===== src/zdls_pkg.sv =====
// Shared types and constants for the zone demand leader select block.
package zdls_pkg;

   // Round and field sizing
   localparam int MAX_ZONES    = 16;
   localparam int ITEM_CNT_W   = $clog2(MAX_ZONES + 1);
   localparam int ZONE_W       = 4;
   localparam int CENTI_W      = 15;
   localparam int DEFICIT_W    = 16;
   localparam int CALLERS_W    = 5;
   localparam int TIME_W       = 32;
   localparam int THRESH_W     = 10;
   localparam int STABLE_W     = 22;
   localparam int CSR_INDEX_W  = 1;
   localparam int CSR_DATA_W   = 22;

   // Register indexes
   localparam logic [CSR_INDEX_W-1:0] REG_CALL_THRESHOLD = 1'd0;
   localparam logic [CSR_INDEX_W-1:0] REG_STABLE_TIME    = 1'd1;

   // Register reset values
   localparam logic [THRESH_W-1:0] CALL_THRESHOLD_RST = 10'd10;
   localparam logic [STABLE_W-1:0] STABLE_TIME_RST    = 22'd600000;

   // Thermostat demand codes
   localparam logic [1:0] DEMAND_UNKNOWN     = 2'd0;
   localparam logic [1:0] DEMAND_NOT_HEATING = 2'd1;
   localparam logic [1:0] DEMAND_HEATING     = 2'd2;

   // Leader tracking
   localparam logic [ZONE_W:0]      NONE_LEADER = 5'd31;
   localparam logic [CALLERS_W-1:0] CALLERS_MAX = 5'd31;

   typedef struct packed {
      logic [ZONE_W-1:0]         zone_index;
      logic signed [CENTI_W-1:0] room_temp;
      logic                      temp_valid;
      logic signed [CENTI_W-1:0] room_setpoint;
      logic                      setpoint_valid;
      logic [1:0]                demand_state;
      logic                      last_zone;
      logic [TIME_W-1:0]         now_ms;
   } zone_item_type;

endpackage


===== src/zone_demand_leader_select.sv =====
// Zone demand leader select: running per-round leader search and learn gate.
// Throughput: one zone transaction per cycle unless a last zone meets a stalled
//   result register, set by the single compare-and-update of the running best
//   between the input and result registers, which a last zone passes in order.
// Reset (synchronous, active high): empties both registers, clears the round,
//   marks no previous leader and loads the register defaults.
module zone_demand_leader_select (
   input  logic                                  clock,
   input  logic                                  reset,
   // zone item channel
   input  logic                                  req_valid,
   output logic                                  req_stall,
   input  logic [zdls_pkg::ZONE_W-1:0]           req_zone_index,
   input  logic signed [zdls_pkg::CENTI_W-1:0]   req_room_temp,
   input  logic                                  req_temp_valid,
   input  logic signed [zdls_pkg::CENTI_W-1:0]   req_room_setpoint,
   input  logic                                  req_setpoint_valid,
   input  logic [1:0]                            req_demand_state,
   input  logic                                  req_last_zone,
   input  logic [zdls_pkg::TIME_W-1:0]           req_now_ms,
   // round result channel
   output logic                                  rsp_valid,
   input  logic                                  rsp_stall,
   output logic                                  rsp_leader_found,
   output logic [zdls_pkg::ZONE_W-1:0]           rsp_leader_zone,
   output logic signed [zdls_pkg::CENTI_W-1:0]   rsp_leader_temp,
   output logic signed [zdls_pkg::CENTI_W-1:0]   rsp_leader_setpoint,
   output logic [zdls_pkg::CALLERS_W-1:0]        rsp_caller_count,
   output logic                                  rsp_learn_ok,
   // register write channel
   input  logic                                  csr_valid,
   output logic                                  csr_ready,
   input  logic [zdls_pkg::CSR_INDEX_W-1:0]      csr_index,
   input  logic [zdls_pkg::CSR_DATA_W-1:0]       csr_wdata
);

   // ---------------------------------------------------------------------
   // Config regs: always ready; user writes while the block idles, unenforced.
   // ---------------------------------------------------------------------
   logic [zdls_pkg::THRESH_W-1:0] call_threshold_ff;
   logic [zdls_pkg::STABLE_W-1:0] stable_time_ff;

   assign csr_ready = 1'b1;

   always_ff @(posedge clock) begin
      if (reset) begin
         call_threshold_ff <= zdls_pkg::CALL_THRESHOLD_RST;
         stable_time_ff    <= zdls_pkg::STABLE_TIME_RST;
      end else if (csr_valid && csr_ready) begin
         case (csr_index)
            zdls_pkg::REG_CALL_THRESHOLD: begin
               call_threshold_ff <= csr_wdata[zdls_pkg::THRESH_W-1:0];
            end
            zdls_pkg::REG_STABLE_TIME: begin
               stable_time_ff <= csr_wdata[zdls_pkg::STABLE_W-1:0];
            end
            default: begin
            end
         endcase
      end
   end

   // ---------------------------------------------------------------------
   // Handshake. A non-last item always retires from the input register;
   // a last item retires only when the result register is free or draining.
   // ---------------------------------------------------------------------
   logic                    item_valid_ff;
   zdls_pkg::zone_item_type item_ff;
   logic                    rsp_valid_ff;
   logic                    out_free;
   logic                    proc_go;

   assign out_free  = !rsp_valid_ff || !rsp_stall;
   assign proc_go   = item_valid_ff && (!item_ff.last_zone || out_free);
   assign req_stall = item_valid_ff && !proc_go;

   always_ff @(posedge clock) begin
      if (reset) begin
         item_valid_ff <= 1'b0;
      end else if (!req_stall) begin
         item_valid_ff <= req_valid;
      end
   end

   // Payload register: hold while stalled.
   always_ff @(posedge clock) begin
      if (req_valid && !req_stall) begin
         item_ff.zone_index     <= req_zone_index;
         item_ff.room_temp      <= req_room_temp;
         item_ff.temp_valid     <= req_temp_valid;
         item_ff.room_setpoint  <= req_room_setpoint;
         item_ff.setpoint_valid <= req_setpoint_valid;
         item_ff.demand_state   <= req_demand_state;
         item_ff.last_zone      <= req_last_zone;
         item_ff.now_ms         <= req_now_ms;
      end
   end

   // ---------------------------------------------------------------------
   // Running round state.
   // ---------------------------------------------------------------------
   logic [zdls_pkg::ITEM_CNT_W-1:0]          items_ff;
   logic                                     found_ff;
   logic signed [zdls_pkg::DEFICIT_W-1:0]    best_deficit_ff;
   logic [zdls_pkg::ZONE_W-1:0]              leader_ff;
   logic signed [zdls_pkg::CENTI_W-1:0]      leader_temp_ff;
   logic signed [zdls_pkg::CENTI_W-1:0]      leader_setpoint_ff;
   logic [zdls_pkg::CALLERS_W-1:0]           callers_ff;
   logic [zdls_pkg::ZONE_W:0]                prev_leader_ff;
   logic [zdls_pkg::TIME_W-1:0]              leader_since_ff;

   // Values after folding the current item into the round.
   logic                                     item_counted;
   logic signed [zdls_pkg::DEFICIT_W-1:0]    deficit;
   logic signed [zdls_pkg::DEFICIT_W-1:0]    threshold_ext;
   logic                                     calling;
   logic                                     take_lead;
   logic                                     found_in;
   logic [zdls_pkg::ZONE_W-1:0]              leader_in;
   logic signed [zdls_pkg::CENTI_W-1:0]      leader_temp_in;
   logic signed [zdls_pkg::CENTI_W-1:0]      leader_setpoint_in;
   logic signed [zdls_pkg::DEFICIT_W-1:0]    best_deficit_in;
   logic [zdls_pkg::CALLERS_W-1:0]           callers_in;
   logic [zdls_pkg::ITEM_CNT_W-1:0]          items_in;

   // Round-close values.
   logic                                     leader_changed;
   logic [zdls_pkg::TIME_W-1:0]              elapsed;
   logic                                     learn_in;

   assign item_counted =
      (items_ff < zdls_pkg::ITEM_CNT_W'(zdls_pkg::MAX_ZONES));

   // Two 15-bit signed values never overflow a 16-bit difference.
   assign deficit = zdls_pkg::DEFICIT_W'(item_ff.room_setpoint) -
                    zdls_pkg::DEFICIT_W'(item_ff.room_temp);
   assign threshold_ext = $signed({{(zdls_pkg::DEFICIT_W - zdls_pkg::THRESH_W){1'b0}},
                                   call_threshold_ff});

   always_comb begin
      case (item_ff.demand_state)
         zdls_pkg::DEMAND_HEATING:     calling = 1'b1;
         zdls_pkg::DEMAND_NOT_HEATING: calling = 1'b0;
         default:                      calling = (deficit > threshold_ext);
      endcase
      calling = calling && item_counted && item_ff.temp_valid &&
                item_ff.setpoint_valid;
   end

   // Larger deficit wins; an exact tie goes to the lower zone index.
   assign take_lead = calling &&
                      (!found_ff || (deficit > best_deficit_ff) ||
                       ((deficit == best_deficit_ff) && (item_ff.zone_index < leader_ff)));

   assign found_in           = found_ff || calling;
   assign leader_in          = take_lead ? item_ff.zone_index    : leader_ff;
   assign leader_temp_in     = take_lead ? item_ff.room_temp     : leader_temp_ff;
   assign leader_setpoint_in = take_lead ? item_ff.room_setpoint : leader_setpoint_ff;
   assign best_deficit_in    = take_lead ? deficit               : best_deficit_ff;
   assign callers_in = (calling && (callers_ff != zdls_pkg::CALLERS_MAX)) ?
                       callers_ff + 1'b1 : callers_ff;
   assign items_in   = item_counted ? items_ff + 1'b1 : items_ff;

   // A new leader restarts the stability timer at this round's time stamp.
   assign leader_changed = ({1'b0, leader_in} != prev_leader_ff);
   assign elapsed  = leader_changed ? '0 : (item_ff.now_ms - leader_since_ff);
   assign learn_in = found_in &&
                     (elapsed >= {{(zdls_pkg::TIME_W - zdls_pkg::STABLE_W){1'b0}},
                                  stable_time_ff}) &&
                     (callers_in == zdls_pkg::CALLERS_W'(1));

   always_ff @(posedge clock) begin
      if (reset) begin
         items_ff        <= '0;
         found_ff        <= 1'b0;
         callers_ff      <= '0;
         prev_leader_ff  <= zdls_pkg::NONE_LEADER;
         leader_since_ff <= '0;
      end else if (proc_go) begin
         if (item_ff.last_zone) begin
            // Close the round: clear running state, track the leader.
            items_ff   <= '0;
            found_ff   <= 1'b0;
            callers_ff <= '0;
            if (!found_in) begin
               prev_leader_ff <= zdls_pkg::NONE_LEADER;
            end else if (leader_changed) begin
               prev_leader_ff  <= {1'b0, leader_in};
               leader_since_ff <= item_ff.now_ms;
            end
         end else begin
            items_ff   <= items_in;
            found_ff   <= found_in;
            callers_ff <= callers_in;
         end
      end
   end

   // Best-so-far payload; only meaningful while found_ff is set.
   always_ff @(posedge clock) begin
      if (proc_go) begin
         best_deficit_ff    <= best_deficit_in;
         leader_ff          <= leader_in;
         leader_temp_ff     <= leader_temp_in;
         leader_setpoint_ff <= leader_setpoint_in;
      end
   end

   // ---------------------------------------------------------------------
   // Result register: load on round close, drop once taken.
   // ---------------------------------------------------------------------
   logic                                  rsp_found_ff;
   logic [zdls_pkg::ZONE_W-1:0]           rsp_zone_ff;
   logic signed [zdls_pkg::CENTI_W-1:0]   rsp_temp_ff;
   logic signed [zdls_pkg::CENTI_W-1:0]   rsp_setpoint_ff;
   logic [zdls_pkg::CALLERS_W-1:0]        rsp_callers_ff;
   logic                                  rsp_learn_ff;
   logic                                  rsp_load;

   assign rsp_load = proc_go && item_ff.last_zone;

   always_ff @(posedge clock) begin
      if (reset) begin
         rsp_valid_ff <= 1'b0;
      end else if (rsp_load) begin
         rsp_valid_ff <= 1'b1;
      end else if (!rsp_stall) begin
         rsp_valid_ff <= 1'b0;
      end
   end

   always_ff @(posedge clock) begin
      if (rsp_load) begin
         rsp_found_ff    <= found_in;
         rsp_zone_ff     <= found_in ? leader_in : '0;
         rsp_temp_ff     <= found_in ? leader_temp_in : '0;
         rsp_setpoint_ff <= found_in ? leader_setpoint_in : '0;
         rsp_callers_ff  <= callers_in;
         rsp_learn_ff    <= learn_in;
      end
   end

   assign rsp_valid           = rsp_valid_ff;
   assign rsp_leader_found    = rsp_found_ff;
   assign rsp_leader_zone     = rsp_zone_ff;
   assign rsp_leader_temp     = rsp_temp_ff;
   assign rsp_leader_setpoint = rsp_setpoint_ff;
   assign rsp_caller_count    = rsp_callers_ff;
   assign rsp_learn_ok        = rsp_learn_ff;

endmodule


===== config.mk =====
export PLATFORM = sky130hd
export DESIGN_NAME = zone_demand_leader_select
export DESIGN_NICKNAME = d
export VERILOG_FILES = /design/src/zdls_pkg.sv /design/src/zone_demand_leader_select.sv
export SDC_FILE = /design/constraint.sdc
export NUM_CORES = 1
export LEC_CHECK = 0
export BUFFER_PORTS_ARGS = -buffer_cell sky130_fd_sc_hd__buf_2
export CAP_MARGIN = 20
export CORE_ASPECT_RATIO = 0.6
export CORE_MARGIN = 2
export CORE_UTILIZATION = 40
export CTS_CLUSTER_SIZE = 20
export DETAILED_ROUTE_END_ITERATION = 16
export GPL_ROUTABILITY_DRIVEN = 0
export PLACE_DENSITY = 0.64
export SLEW_MARGIN = 10
export SYNTH_ARGS = -nofsm -noshare
export SYNTH_HDL_FRONTEND = slang
export SYNTH_SLANG_ARGS = --single-unit
export TNS_END_PERCENT = 20

===== constraint.sdc =====
create_clock -name clock -period 7.5 [get_ports clock]
set_input_delay 1.125 -clock clock [delete_from_list [all_inputs] [get_ports clock]]
set_output_delay 1.125 -clock clock [all_outputs]
set_load 0.01 [all_outputs]

; ---- After elaboration in Yosys (flattened, before gate mapping)
; Index checks and enable logic that the tools add are counted.
[classes]
addsub = 4
magnitude_cmp = 5
eq_ne = 8
mux = 14
bitwise_logic = 1
reduce_logical = 30
[op_table]
columns = operator, count
row1 = $ge 32x22->1, 1
row2 = $mux 32, 1
row3 = $sub 32x32->32, 1
row4 = $mux 15, 2
row5 = $mux 5, 6
row6 = $eq 16x16->1, 1
row7 = $gt 16x11->1, 1
row8 = $gt 16x16->1, 1
row9 = $sub 15x15->16, 1
row10 = $logic_and 1x1->1, 12
row11 = $add 5x1->5 const B, 2
row12 = $reduce_and 2->1, 4
row13 = $logic_not 1->1, 6
row14 = $eq 5x1->1 const B, 1
row15 = $logic_or 1x1->1, 5
row16 = $lt 5x5->1 const B, 1
row17 = $ne 4x5->1, 1
row18 = $ne 5x5->1 const B, 1
row19 = $lt 4x4->1, 1
row20 = $mux 4, 1
row21 = $ne 2x1->1 const B, 2
row22 = $reduce_and 4->1, 1
row23 = $mux 1, 3
row24 = $reduce_and 3->1, 1
row25 = 5 further kinds, 5
[totals]
register_bits = 244
in_bits = 99
output_inout_bits = 44
word_cells = 89

; ---- Logic depth before layout (Yosys ltp)
; Gate-level depths: netlist of run 1.
[depth]
word_depth = 13
ltp_mapped = 32
mapped_depth_nobuf = 32

; ---- Worst setup path after synthesis of run 1
; No wires, ideal clock.
[synth_path]
kind = register -> register
from = reg item_ff[53] in the netlist's numbering
to = reg rsp_learn_ff, in the netlist rsp_learn_ok, data pin
setup_ns = 0.256
arrival_time_ns = 6.078
t_required_ns = 7.244
path_slack_ns = 1.166
stages_incl_launch_ff = 29
path_buffers = 2
synth_period_minus_slack_ns = 6.334
path_cell_list = edfxtp_1 > inv_1 > ha_1 > nor2b_1 > o31a_2 > o21ai_1 > o21ai_0 > a21oi_1 > xnor2_1 > ha_1 > a211o_1 > a211oi_1 > o221ai_1 > or4_1 > buf_6 > a221oi_4 > nor2_2 > clkbuf_1 > nor3_1 > ha_1 > a21o_1 > a211o_1 > a41oi_1 > o31ai_1 > a41oi_1 > o211ai_1 > a2111oi_0 > nand4b_1 > o211a_1
[synth_between]
elab_chain_cells = 13
elab_cells_between_ends = 22
cone_classes = 1 x add/sub / 3 x order compare / 3 x eq/ne / 4 x mux / 11 x reduce/logical
[synth_lines]
columns = item, line_no
row1 = from (decl), zone_demand_leader_select.sv:68  ; zdls_pkg::zone_item_type item_ff;
row2 = $sub 15x15->16 *, zone_demand_leader_select.sv:135  ; assign deficit = zdls_pkg::DEFICIT_W'(item_ff.room_setpoint) -
row3 = "named net deficit, one bit", zone_demand_leader_select.sv:114  ; logic signed [zdls_pkg::DEFICIT_W-1:0] deficit;
row4 = $gt 16x11->1, zone_demand_leader_select.sv:144  ; default: calling = (deficit > threshold_ext);
row5 = $pmux 1 s2, zone_demand_leader_select.sv:141  ; case (item_ff.demand_state)
row6 = $logic_and 1x1->1 (3 in a row), zone_demand_leader_select.sv:146  ; calling = calling && item_counted && item_ff.temp_valid &&
row7 = $logic_and 1x1->1, zone_demand_leader_select.sv:151  ; assign take_lead = calling &&
row8 = $mux 4, zone_demand_leader_select.sv:156  ; assign leader_in = take_lead ? item_ff.zone_index : leader_ff;
row9 = $ne 4x5->1, zone_demand_leader_select.sv:165  ; assign leader_changed = ({1'b0, leader_in} != prev_leader_ff);
row10 = $mux 32, zone_demand_leader_select.sv:166  ; assign elapsed = leader_changed ? '0 : (item_ff.now_ms - leader_since_ff);
row11 = $ge 32x22->1, zone_demand_leader_select.sv:168  ; (elapsed >= {{(zdls_pkg::TIME_W - zdls_pkg::STABLE_W){1'b0}},
row12 = $logic_and 1x1->1, zone_demand_leader_select.sv:167  ; assign learn_in = found_in &&
row13 = $logic_and 1x1->1 *, zone_demand_leader_select.sv:169  ; stable_time_ff}) &&
row14 = named net learn_in, zone_demand_leader_select.sv:129  ; logic learn_in;
row15 = to (signal assigned), zone_demand_leader_select.sv:239  ; rsp_learn_ff <= learn_in;
row16 = to (decl), zone_demand_leader_select.sv:217  ; logic rsp_learn_ff;
; The timed path passes the listed nets; every way through them passes the cells marked *.
; A chain may end at the register's enable or synchronous reset.

; ---- Final worst setup path of run 1
; Same ends and word-level chain as after synthesis.

==> results.yml, run 1 <==
timing:
  report.final.hold_viol_count: 0
  fmax_mhz: 144
  rsz0062_at_grt: "no"
  relSlewSlack_pct: 31.8
  clock_skew_ps: 11.8
  fin_crit_sh_pct: 92.6
  setup_tns_ps: 0
  final-setup-viol-count: 0
  tightestPinTransition_ps: 1020
  slew_violations: 0
  whs_ps: 459
  finalCriticalPeriod_ps: 6940
cells_and_area:
  mostFrequentLayoutCells: "edfxtp_1 (162), buf_2 (141), inv_1 (119), nand2_1 (113), ha_1 (101)"
  syn2layout_area_growth_pct: 16.3
  fin_nets: 1559
  layout-drive-gt1-share_pct: 16.9
  fill_cells: 2915
  final_common_cell: "edfxtp_1"
  multi_input_area_sq_um: 5690
  fin_util_pct: 47.5
  seqCellArea_sq_um: 6510
floorplan:
  initial_core_util_pct: 40.8
  core_area_sq_um: 31300
  die_x_um: 235
  fp.dieArea_sq_um: 33500
  io_pins: 143
  die_h_um: 143
  row_count: 50
placed_design:
  dp_hpwl_um: 22500
  portBuffers: 141
route:
  wl_per_cell_um: 17.0
  dr.first_iter.drc_count: 657
  antenna_left: 0
  drc: 0
  viasPerCell: 5.21
  vias: 9334
  first_pass_iters: 5
  wirelength_um: 30500
worst_setup_path:
  critPathMaxFanout: 7
  crit_start: "item_ff[53]"
  required_ps: 7790
  arrival_ps: 7240
  cp-end-kind: "register"
  path_class: "reg2reg"
  worstSetupStartpointType: "register"
  rr_startpoint: "item_ff[53]"
min_path:
  hold_start: "stable_time_ff[3]"
  min_path_type: "reg2reg"
grt:
  grt_first_pass_wirelength_um: 48500
  grt_usage_pct: 18.1
  overflow: 0
  grt_start_max_net_pins: 72
  first_global_vias: 8972
  antenna_found_initial: 2
synth:
  ys_top_cells_by_area: "edfxtp_1 (38%), dfxtp_1 (13%), ha_1 (9.9%), inv_1 (3.5%), nand2_1 (3.3%)"
  avgSynthCellArea_sq_um: 10.5
  synth_warnings: 0
  seq_area_frac_synth_pct: 50.9
  synth_cells: 1213
  synth_edf_count: 162
  synthDistinctLibCells: 71
  synth_top_flop_cell: "edfxtp_1"
  synth_largest_area_cell: "edfxtp_1"
  synth_top_cell_area_share_pct: 38.0
  syn_area_sq_um: 12800
  synth_seq_cells: 244
  syn_nets: 1415
  async_reset_ff_share_pct: 0
cts:
  htreeDepth: 1
  clkSinkCount: 244
  clock-root-buffer: "clkbuf_16"
  insertion_delay_ps: 540
  cts.path.max_buffers: 3
  post-cts-setup-buffers: 0
  clk_pin_slew_worst_paths_ps: 70
  cts_tree: "built"
  cts_made_buffers: 25
power_and_ir_drop:
  total_leakage_power_nw: 6.00
  ir_worst_vdd_uv: 137
  cellPowerDensity_nw_per_um2: 221
run_status:
  status: "complete, no violations"
job:
  maxCapViolations: 0
## metrics by stage
step | power, mW | std cells | cell area [sq um] | worst slack, ps
6_report | 3.28 | 1792 | 14900 | 556
5_1_grt | 3.41 | 1791 | 14900 | 75.8
3_5_place_dp | 1.99 | 1744 | 13900 | 340
3_3_place_gp | 1.98 | 1743 | 13900 | 573
2_1_floorplan | 1.84 | 1213 | 12800 | 1170
4_1_cts | 3.31 | 1789 | 14800 | 275
## worst paths after layout
path                                           to  slack [ps]  cells after the start
worst max-delay path                 rsp_learn_ok         560                     27
worst min register to register  stable_time_ff[3]         460                      2
worst max register to register       rsp_learn_ok         560                     27
worst min-delay path            stable_time_ff[3]         460                      2
## flip-flops by register name (all words and copies together), names as in the netlist
| signal | flops |
|---|---|
| best_deficit_ff | 16 |
| call_threshold_ff | 10 |
| callers_ff | 5 |
| found_ff | 1 |
| item_ff | 71 |
| item_valid_ff | 1 |
| items_ff | 5 |
| leader_ff | 4 |
| leader_setpoint_ff | 15 |
| leader_since_ff | 32 |
| leader_temp_ff | 15 |
| prev_leader_ff | 5 |
| rsp_caller_count | 5 |
| rsp_leader_found | 1 |
| rsp_leader_setpoint | 15 |
| rsp_leader_temp | 15 |
| rsp_leader_zone | 4 |
| rsp_learn_ok | 1 |
| rsp_valid | 1 |
| stable_time_ff | 22 |
## repair_timing
| item | CTS | global route |
|---|---|---|
| hold buffers | 0 | 0 |
| endpoints found under the setup margin | 0 | 1 |
| hold endpoints to repair | 0 | 0 |
| gates resized for setup | 0 | 5 |
## cell usage after synthesis (10+ instances only)
| library cell | number |
|---|---|
| nor2b_1 | 13 |
| nor3_1 | 14 |
| a21o_1 | 20 |
| inv_1 | 120 |
| nand4_1 | 15 |
| mux2i_1 | 36 |
| o21a_1 | 10 |
| edfxtp_1 | 162 |
| xnor2_1 | 20 |
| nor2_1 | 99 |
| nand2b_1 | 12 |
| o211ai_1 | 26 |
| a21oi_1 | 76 |
| o21ai_0 | 47 |
| dfxtp_1 | 82 |
| xor2_1 | 20 |
| and2_1 | 43 |
| ha_1 | 101 |
| nand2_1 | 113 |
| clkbuf_1 | 26 |
| nand3_1 | 15 |
| mux2_2 | 20 |
## report_power, final
part	leakage (nW)	switching, mW	internal [mW]	total, mW
registers	2.21	0.0254	1.50	1.52
clock network	0.426	0.537	0.778	1.32
logic	3.37	0.267	0.176	0.443
## layout make-up
type | count | area share (%)
Timing Repair Buffer | 152 | 5.65
Clock buffer | 31 | 4.79
Multi-Input combinational cell | 814 | 38.2
Clock inverter | 14 | 1.03
Tap cell | 416 | 3.50
Sequential cell | 244 | 43.7
Antenna cell | 1 | 0.0168
Inverter | 120 | 3.03
## critical path, stage by stage, from the launching register on
cell	delay [ps]
edfxtp_1	420
inv_1	90
ha_1	220
nor2b_1	140
o31a_2	320
o21ai_2	290
o21ai_0	120
a21oi_1	190
xnor2_1	200
ha_1	320
a211o_1	310
a211oi_1	240
o221ai_1	150
or4_1	560
a221oi_4	410
nor2_4	130
or2_2	290
ha_1	270
nand2b_1	140
a211oi_1	230
o21bai_1	100
a41oi_1	220
o31ai_1	140
a41oi_2	290
o211ai_1	120
a2111oi_0	410
nand4b_1	150
o211a_1	230
## logic make-up (layout without fill, tap and decap cells)
family	after synthesis	in the layout	share of synthesized area (%)
buffers and inverters	155	317	4.85
other	1	2	0.0293
DFF	244	244	50.9
xor gates and xnor gates	40	40	2.74
muxes	56	56	4.58
AOI/OAI and AO/OA	264	264	13.7
and+or+nand+nor	350	350	13.0
adders and majority gates	103	103	10.2
## metal layers
metal | vias up | global-route usage, % | routed length (um)
li1 | 4630 | - | -
met1 | 4426 | 28.7 | 16300
met2 | 242 | 25.1 | 11900
met3 | 34 | 3.63 | 1830
met4 | 2 | 3.83 | 530
met5 | - | 0 | 10
(Power assumes the default switching activity.)
==> inputs of run 2 (changes only) <==
- CELL_PAD_IN_SITES_DETAIL_PLACEMENT: unset -> 0
- CELL_PAD_IN_SITES_GLOBAL_PLACEMENT: unset -> 1
- HOLD_SLACK_MARGIN: unset -> 0.05
- PLACE_DENSITY: 0.64 -> 0.76
==> run 2 against run 1 <==
Against the previous run: non-clock buffer count grew 6; cell count grew 0.33%; power shrank 2.2%; sequential power is essentially flat; final area is essentially flat; global-route usage grew 0.24 points; via count grew 0.17%; critical path depth grew 1; maximum frequency grew 1.0%; critical path type unchanged; largest cell class unchanged.
==> results.yml, run 2 (synthesis results as in run 1) <==
cts:
  clk_pin_slew_worst_paths_ps: 70
  insertion_delay_ps: 550
  htreeDepth: 1
  clock-root-buffer: "clkbuf_16"
  clkSinkCount: 244
  cts_tree: "built"
  cts_made_buffers: 24
  cts.path.max_buffers: 3
min_path:
  hold_start: "stable_time_ff[12]"
  min_path_type: "reg2reg"
timing:
  rsz0062_at_grt: "no"
  relSlewSlack_pct: 29.8
  slew_violations: 0
  finalCriticalPeriod_ps: 6870
  report.final.hold_viol_count: 0
  whs_ps: 456
  fin_crit_sh_pct: 91.7
  setup_tns_ps: 0
  final-setup-viol-count: 0
  clock_skew_ps: 29.7
  tightestPinTransition_ps: 1050
  fmax_mhz: 145
grt:
  overflow: 0
  grt_usage_pct: 18.4
  grt_first_pass_wirelength_um: 48700
  grt_start_max_net_pins: 72
  first_global_vias: 8777
  antenna_found_initial: 2
worst_setup_path:
  rr_startpoint: "item_ff[53]"
  crit_start: "item_ff[53]"
  worstSetupStartpointType: "register"
  r2r_slack_ps: 630
  path_class: "reg2reg"
  critical-path-max-stage-delay_ps: 560
  critPathMaxFanout: 8
  required_ps: 7810
  crit_path_frequent_cell: "ha_1"
  arrival_ps: 7180
  slowest_stage: "or4_1"
  cp-end-kind: "register"
route:
  highest_layer: "met4"
  wl_met2_um: 11800
  wl_met3_um: 1700
  vias: 9350
  m1WireLength_um: 16900
  viasPerCell: 5.20
  wirelength_um: 31000
  wl_per_cell_um: 17.3
  first_pass_iters: 5
  dr.first_iter.drc_count: 689
  antenna_left: 0
  drc: 0
power_and_ir_drop:
  total_leakage_power_nw: 6.01
  ir_worst_vdd_uv: 160
  cellPowerDensity_nw_per_um2: 216
placed_design:
  portBuffers: 141
  dp_hpwl_um: 22900
cells_and_area:
  regMostFlops: "item_ff"
  syn2layout_area_growth_pct: 16.3
  final_common_cell: "edfxtp_1"
  fin_nets: 1564
  mostFrequentLayoutCells: "edfxtp_1 (162), buf_2 (141), inv_1 (119), nand2_1 (113), ha_1 (101)"
  largest_register_ffs: 71
  largestRegisters: "item_ff x71, leader_since_ff x32, stable_time_ff x22"
  layout-drive-gt1-share_pct: 17.3
floorplan:
  fp.dieArea_sq_um: 33500
  row_count: 50
  die_x_um: 235
  die_h_um: 143
  initial_core_util_pct: 40.8
  core_area_sq_um: 31300
  io_pins: 143
job:
  maxCapViolations: 0
run_status:
  status: "complete, no violations"
-- run 2: cell count changes in the layout (fill, tap and decap cells not counted), sizes merged --
cell	previous run	this run
diode	1	2
buf	152	158
clkbuf	31	35
inv	120	121
clkinvlp	1	0
clkinv	10	8
bufinv	3	0
-- run 2: power by group --
group / internal, mW / leakage, nW / switching, mW
registers: 1.50 / 2.21 / 0.0248
clock network: 0.704 / 0.407 / 0.537
logic: 0.176 / 3.40 / 0.271
-- run 2: path summary, 6_finish.rpt --
kind                        end  depth (start not counted)
max reg2reg        rsp_learn_ok                         28
min          stable_time_ff[12]                          2
max                rsp_learn_ok                         28
min reg2reg  stable_time_ff[12]                          2
-- run 2: per-layer routing --
metal	up-vias	GRT usage, %
met5	-	0
met4	0	4.30
met3	40	3.78
met2	230	24.4
met1	4449	29.7
li1	4631	-
-- run 2: timing repair --
item	4_1_cts	5_1_grt
gates resized for setup	0	8
buffers inserted	0	2
hold buffers	0	0
endpoints found under the setup margin	0	1
-- run 2: area by class of cell --
class | instances | area, sq um
fill | 2919 | 16500
sequential | 244 | 6510
multi-input combinational | 814 | 5690
timing repair buffer | 158 | 886
clock buffer | 35 | 756
tap | 416 | 520
inverter | 120 | 450
clock inverter | 9 | 61.3
antenna | 2 | 5.00
-- run 2: per-stage QoR --
| stage | instances | instance area [sq um] | util, % | power, mW | worst slack [ps] |
|---|---|---|---|---|---|
| detailed placement | 1749 | 14000 | 44.7 | 1.99 | 269 |
| floorplan | 1213 | 12800 | - | 1.84 | 1170 |
| finish | 1798 | 14900 | 47.5 | 3.21 | 625 |
| global route | 1798 | 14900 | 47.5 | 3.36 | 24.8 |
| CTS | 1793 | 14800 | 47.3 | 3.24 | 235 |
| global placement | 1747 | 14000 | 44.5 | 1.98 | 496 |
-- run 2: critical path, delay by kind of cell, from the launching register on --
family,cells,cell delay [ps]
adder cells (fa/ha/maj),3,810
AO/OA/AOI/OAI,16,3580
XOR/XNOR,1,220
AND/OR/NAND/NOR,6,1330
flip-flops,1,420
buffers and inverters,2,270
==> inputs of run 3 (changes only) <==
- CTS_BUF_LIST: unset -> sky130_fd_sc_hd__clkbuf_4 sky130_fd_sc_hd__clkbuf_8
==> run 3 against run 2 <==
Against the previous run: global-route usage rose by 0.47 points; sequential power barely moved; routed wire length rose by 2.1%; final area rose by 0.87%; combinational power rose by 1%; clock skew rose by 3.3 ps; utilization rose by 0.42 points; worst setup slack got worse by 45 ps; critical path type unchanged; largest cell class unchanged; largest power group unchanged.
==> results.yml, run 3 (synthesis results as in run 1) <==
run_status:
  status: "complete, no violations"
floorplan:
  io_pins: 143
  fp.dieArea_sq_um: 33500
  die_x_um: 235
  initial_core_util_pct: 40.8
  die_h_um: 143
  core_area_sq_um: 31300
  row_count: 50
timing:
  report.final.hold_viol_count: 0
  finalCriticalPeriod_ps: 6920
  relSlewSlack_pct: 31.8
  setup_tns_ps: 0
  final-setup-viol-count: 0
  fin_crit_sh_pct: 92.3
  tightestPinTransition_ps: 1010
  clock_skew_ps: 32.9
  slew_violations: 0
  fmax_mhz: 145
cts:
  cts.path.max_buffers: 3
  cts_made_buffers: 39
  clk_pin_slew_worst_paths_ps: 70
  htreeDepth: 2
  clkSinkCount: 244
  clock-root-buffer: "clkbuf_8"
  cts_tree: "built"
  hold_buffers: 0
  insertion_delay_ps: 570
cells_and_area:
  mostFrequentLayoutCells: "edfxtp_1 (162), buf_2 (141), inv_1 (119), nand2_1 (113), ha_1 (101)"
  largestRegisters: "item_ff x71, leader_since_ff x32, stable_time_ff x22"
  largest_register_ffs: 71
  syn2layout_area_growth_pct: 17.3
  layout-drive-gt1-share_pct: 19.1
  fin_nets: 1580
  fin_util_pct: 47.9
  finalInstanceArea_sq_um: 15000
  final_common_cell: "edfxtp_1"
  instances_no_fill: 1826
  fill_cells: 2903
  regMostFlops: "item_ff"
route:
  wl_per_cell_um: 17.4
  wirelength_um: 31700
  vias: 9481
  viasPerCell: 5.19
  first_pass_iters: 5
  drc: 0
  dr.first_iter.drc_count: 579
  antenna_left: 0
worst_setup_path:
  crit_family: "compound AO/OA/AOI/OAI gates"
  arrival_ps: 7230
  critPathMaxFanout: 8
  crit_buf_inv: 2
  path_class: "reg2reg"
  crit_path_frequent_cell: "ha_1"
  rr_startpoint: "item_ff[53]"
  worstSetupStartpointType: "register"
  crit_start: "item_ff[53]"
  required_ps: 7810
  slowest_stage: "or4_1"
  critical-path-max-stage-delay_ps: 560
  cp-end-kind: "register"
grt:
  overflow: 0
  first_global_vias: 9034
  antenna_found_initial: 2
  grt_first_pass_wirelength_um: 49700
  grt_start_max_net_pins: 72
  grt_usage_pct: 18.9
power_and_ir_drop:
  ir_worst_vdd_uv: 131
  cellPowerDensity_nw_per_um2: 222
  total_leakage_power_nw: 6.09
placed_design:
  portBuffers: 141
  dp_cells: 1749
  dp_hpwl_um: 22900
  place_area_sq_um: 14000
min_path:
  min_path_type: "reg2reg"
  hold_start: "stable_time_ff[14]"
job:
  maxCapViolations: 0
## run 3: cell count changes in the layout (fill, tap and decap cells not counted), moves of 3 or more
cell       delta
clkbuf_1      -3
clkinv_1      +3
bufinv_16     +6
clkbuf_4      +9
clkbuf_8     +39
clkbuf_16    -27
## run 3: layer usage
metal	global-route usage [%]	wire, um	vias up
met4	5.06	619	0
met1	29.9	17000	4526
met2	25.2	12300	225
met5	0	0	-
li1	-	-	4674
met3	4.11	1820	56
## run 3: layout make-up
class	count	area [sq um]	share of cell area, %
Multi-Input combinational cell	814	5700	38.0
Inverter	120	450	3.00
Timing Repair Buffer	159	906	6.04
Clock buffer	53	673	4.49
Tap cell	416	520	3.47
Antenna cell	2	5.00	0.0334
Sequential cell	244	6510	43.4
Clock inverter	18	240	1.60
## run 3: report_power, final
group / switching [mW] / leakage [nW] / internal, mW / total [mW]
combinational: 0.273 / 3.41 / 0.178 / 0.451
clock: 0.561 / 0.475 / 0.793 / 1.35
sequential: 0.0249 / 2.21 / 1.50 / 1.52
## run 3: worst min-delay path, delay by kind of cell (launching register included)
kind | cells | cell delay, ps
simple gates | 1 | 50
flops | 1 | 310
compound gates | 1 | 50
## run 3: worst paths after layout
kind | endpoint | slack (ps) | cells after the start
worst min register to register | stable_time_ff[14] | 460 | 2
worst max register to register | rsp_learn_ok | 580 | 28
worst min-delay path | stable_time_ff[14] | 460 | 2
worst max-delay path | rsp_learn_ok | 580 | 28
## run 3: repair_timing
item	in CTS	in global routing
setup buffers	0	2
resized for setup	0	9
setup endpoints to repair	0	1
## run 3: per-stage QoR
step	setup slack [ps]	power, mW	hold WS (ps)
global route	-46.2	3.49	470
floorplan	1170	1.84	436
detailed placement	269	1.99	448
finish	580	3.33	456
CTS	176	3.36	456
global placement	496	1.98	445
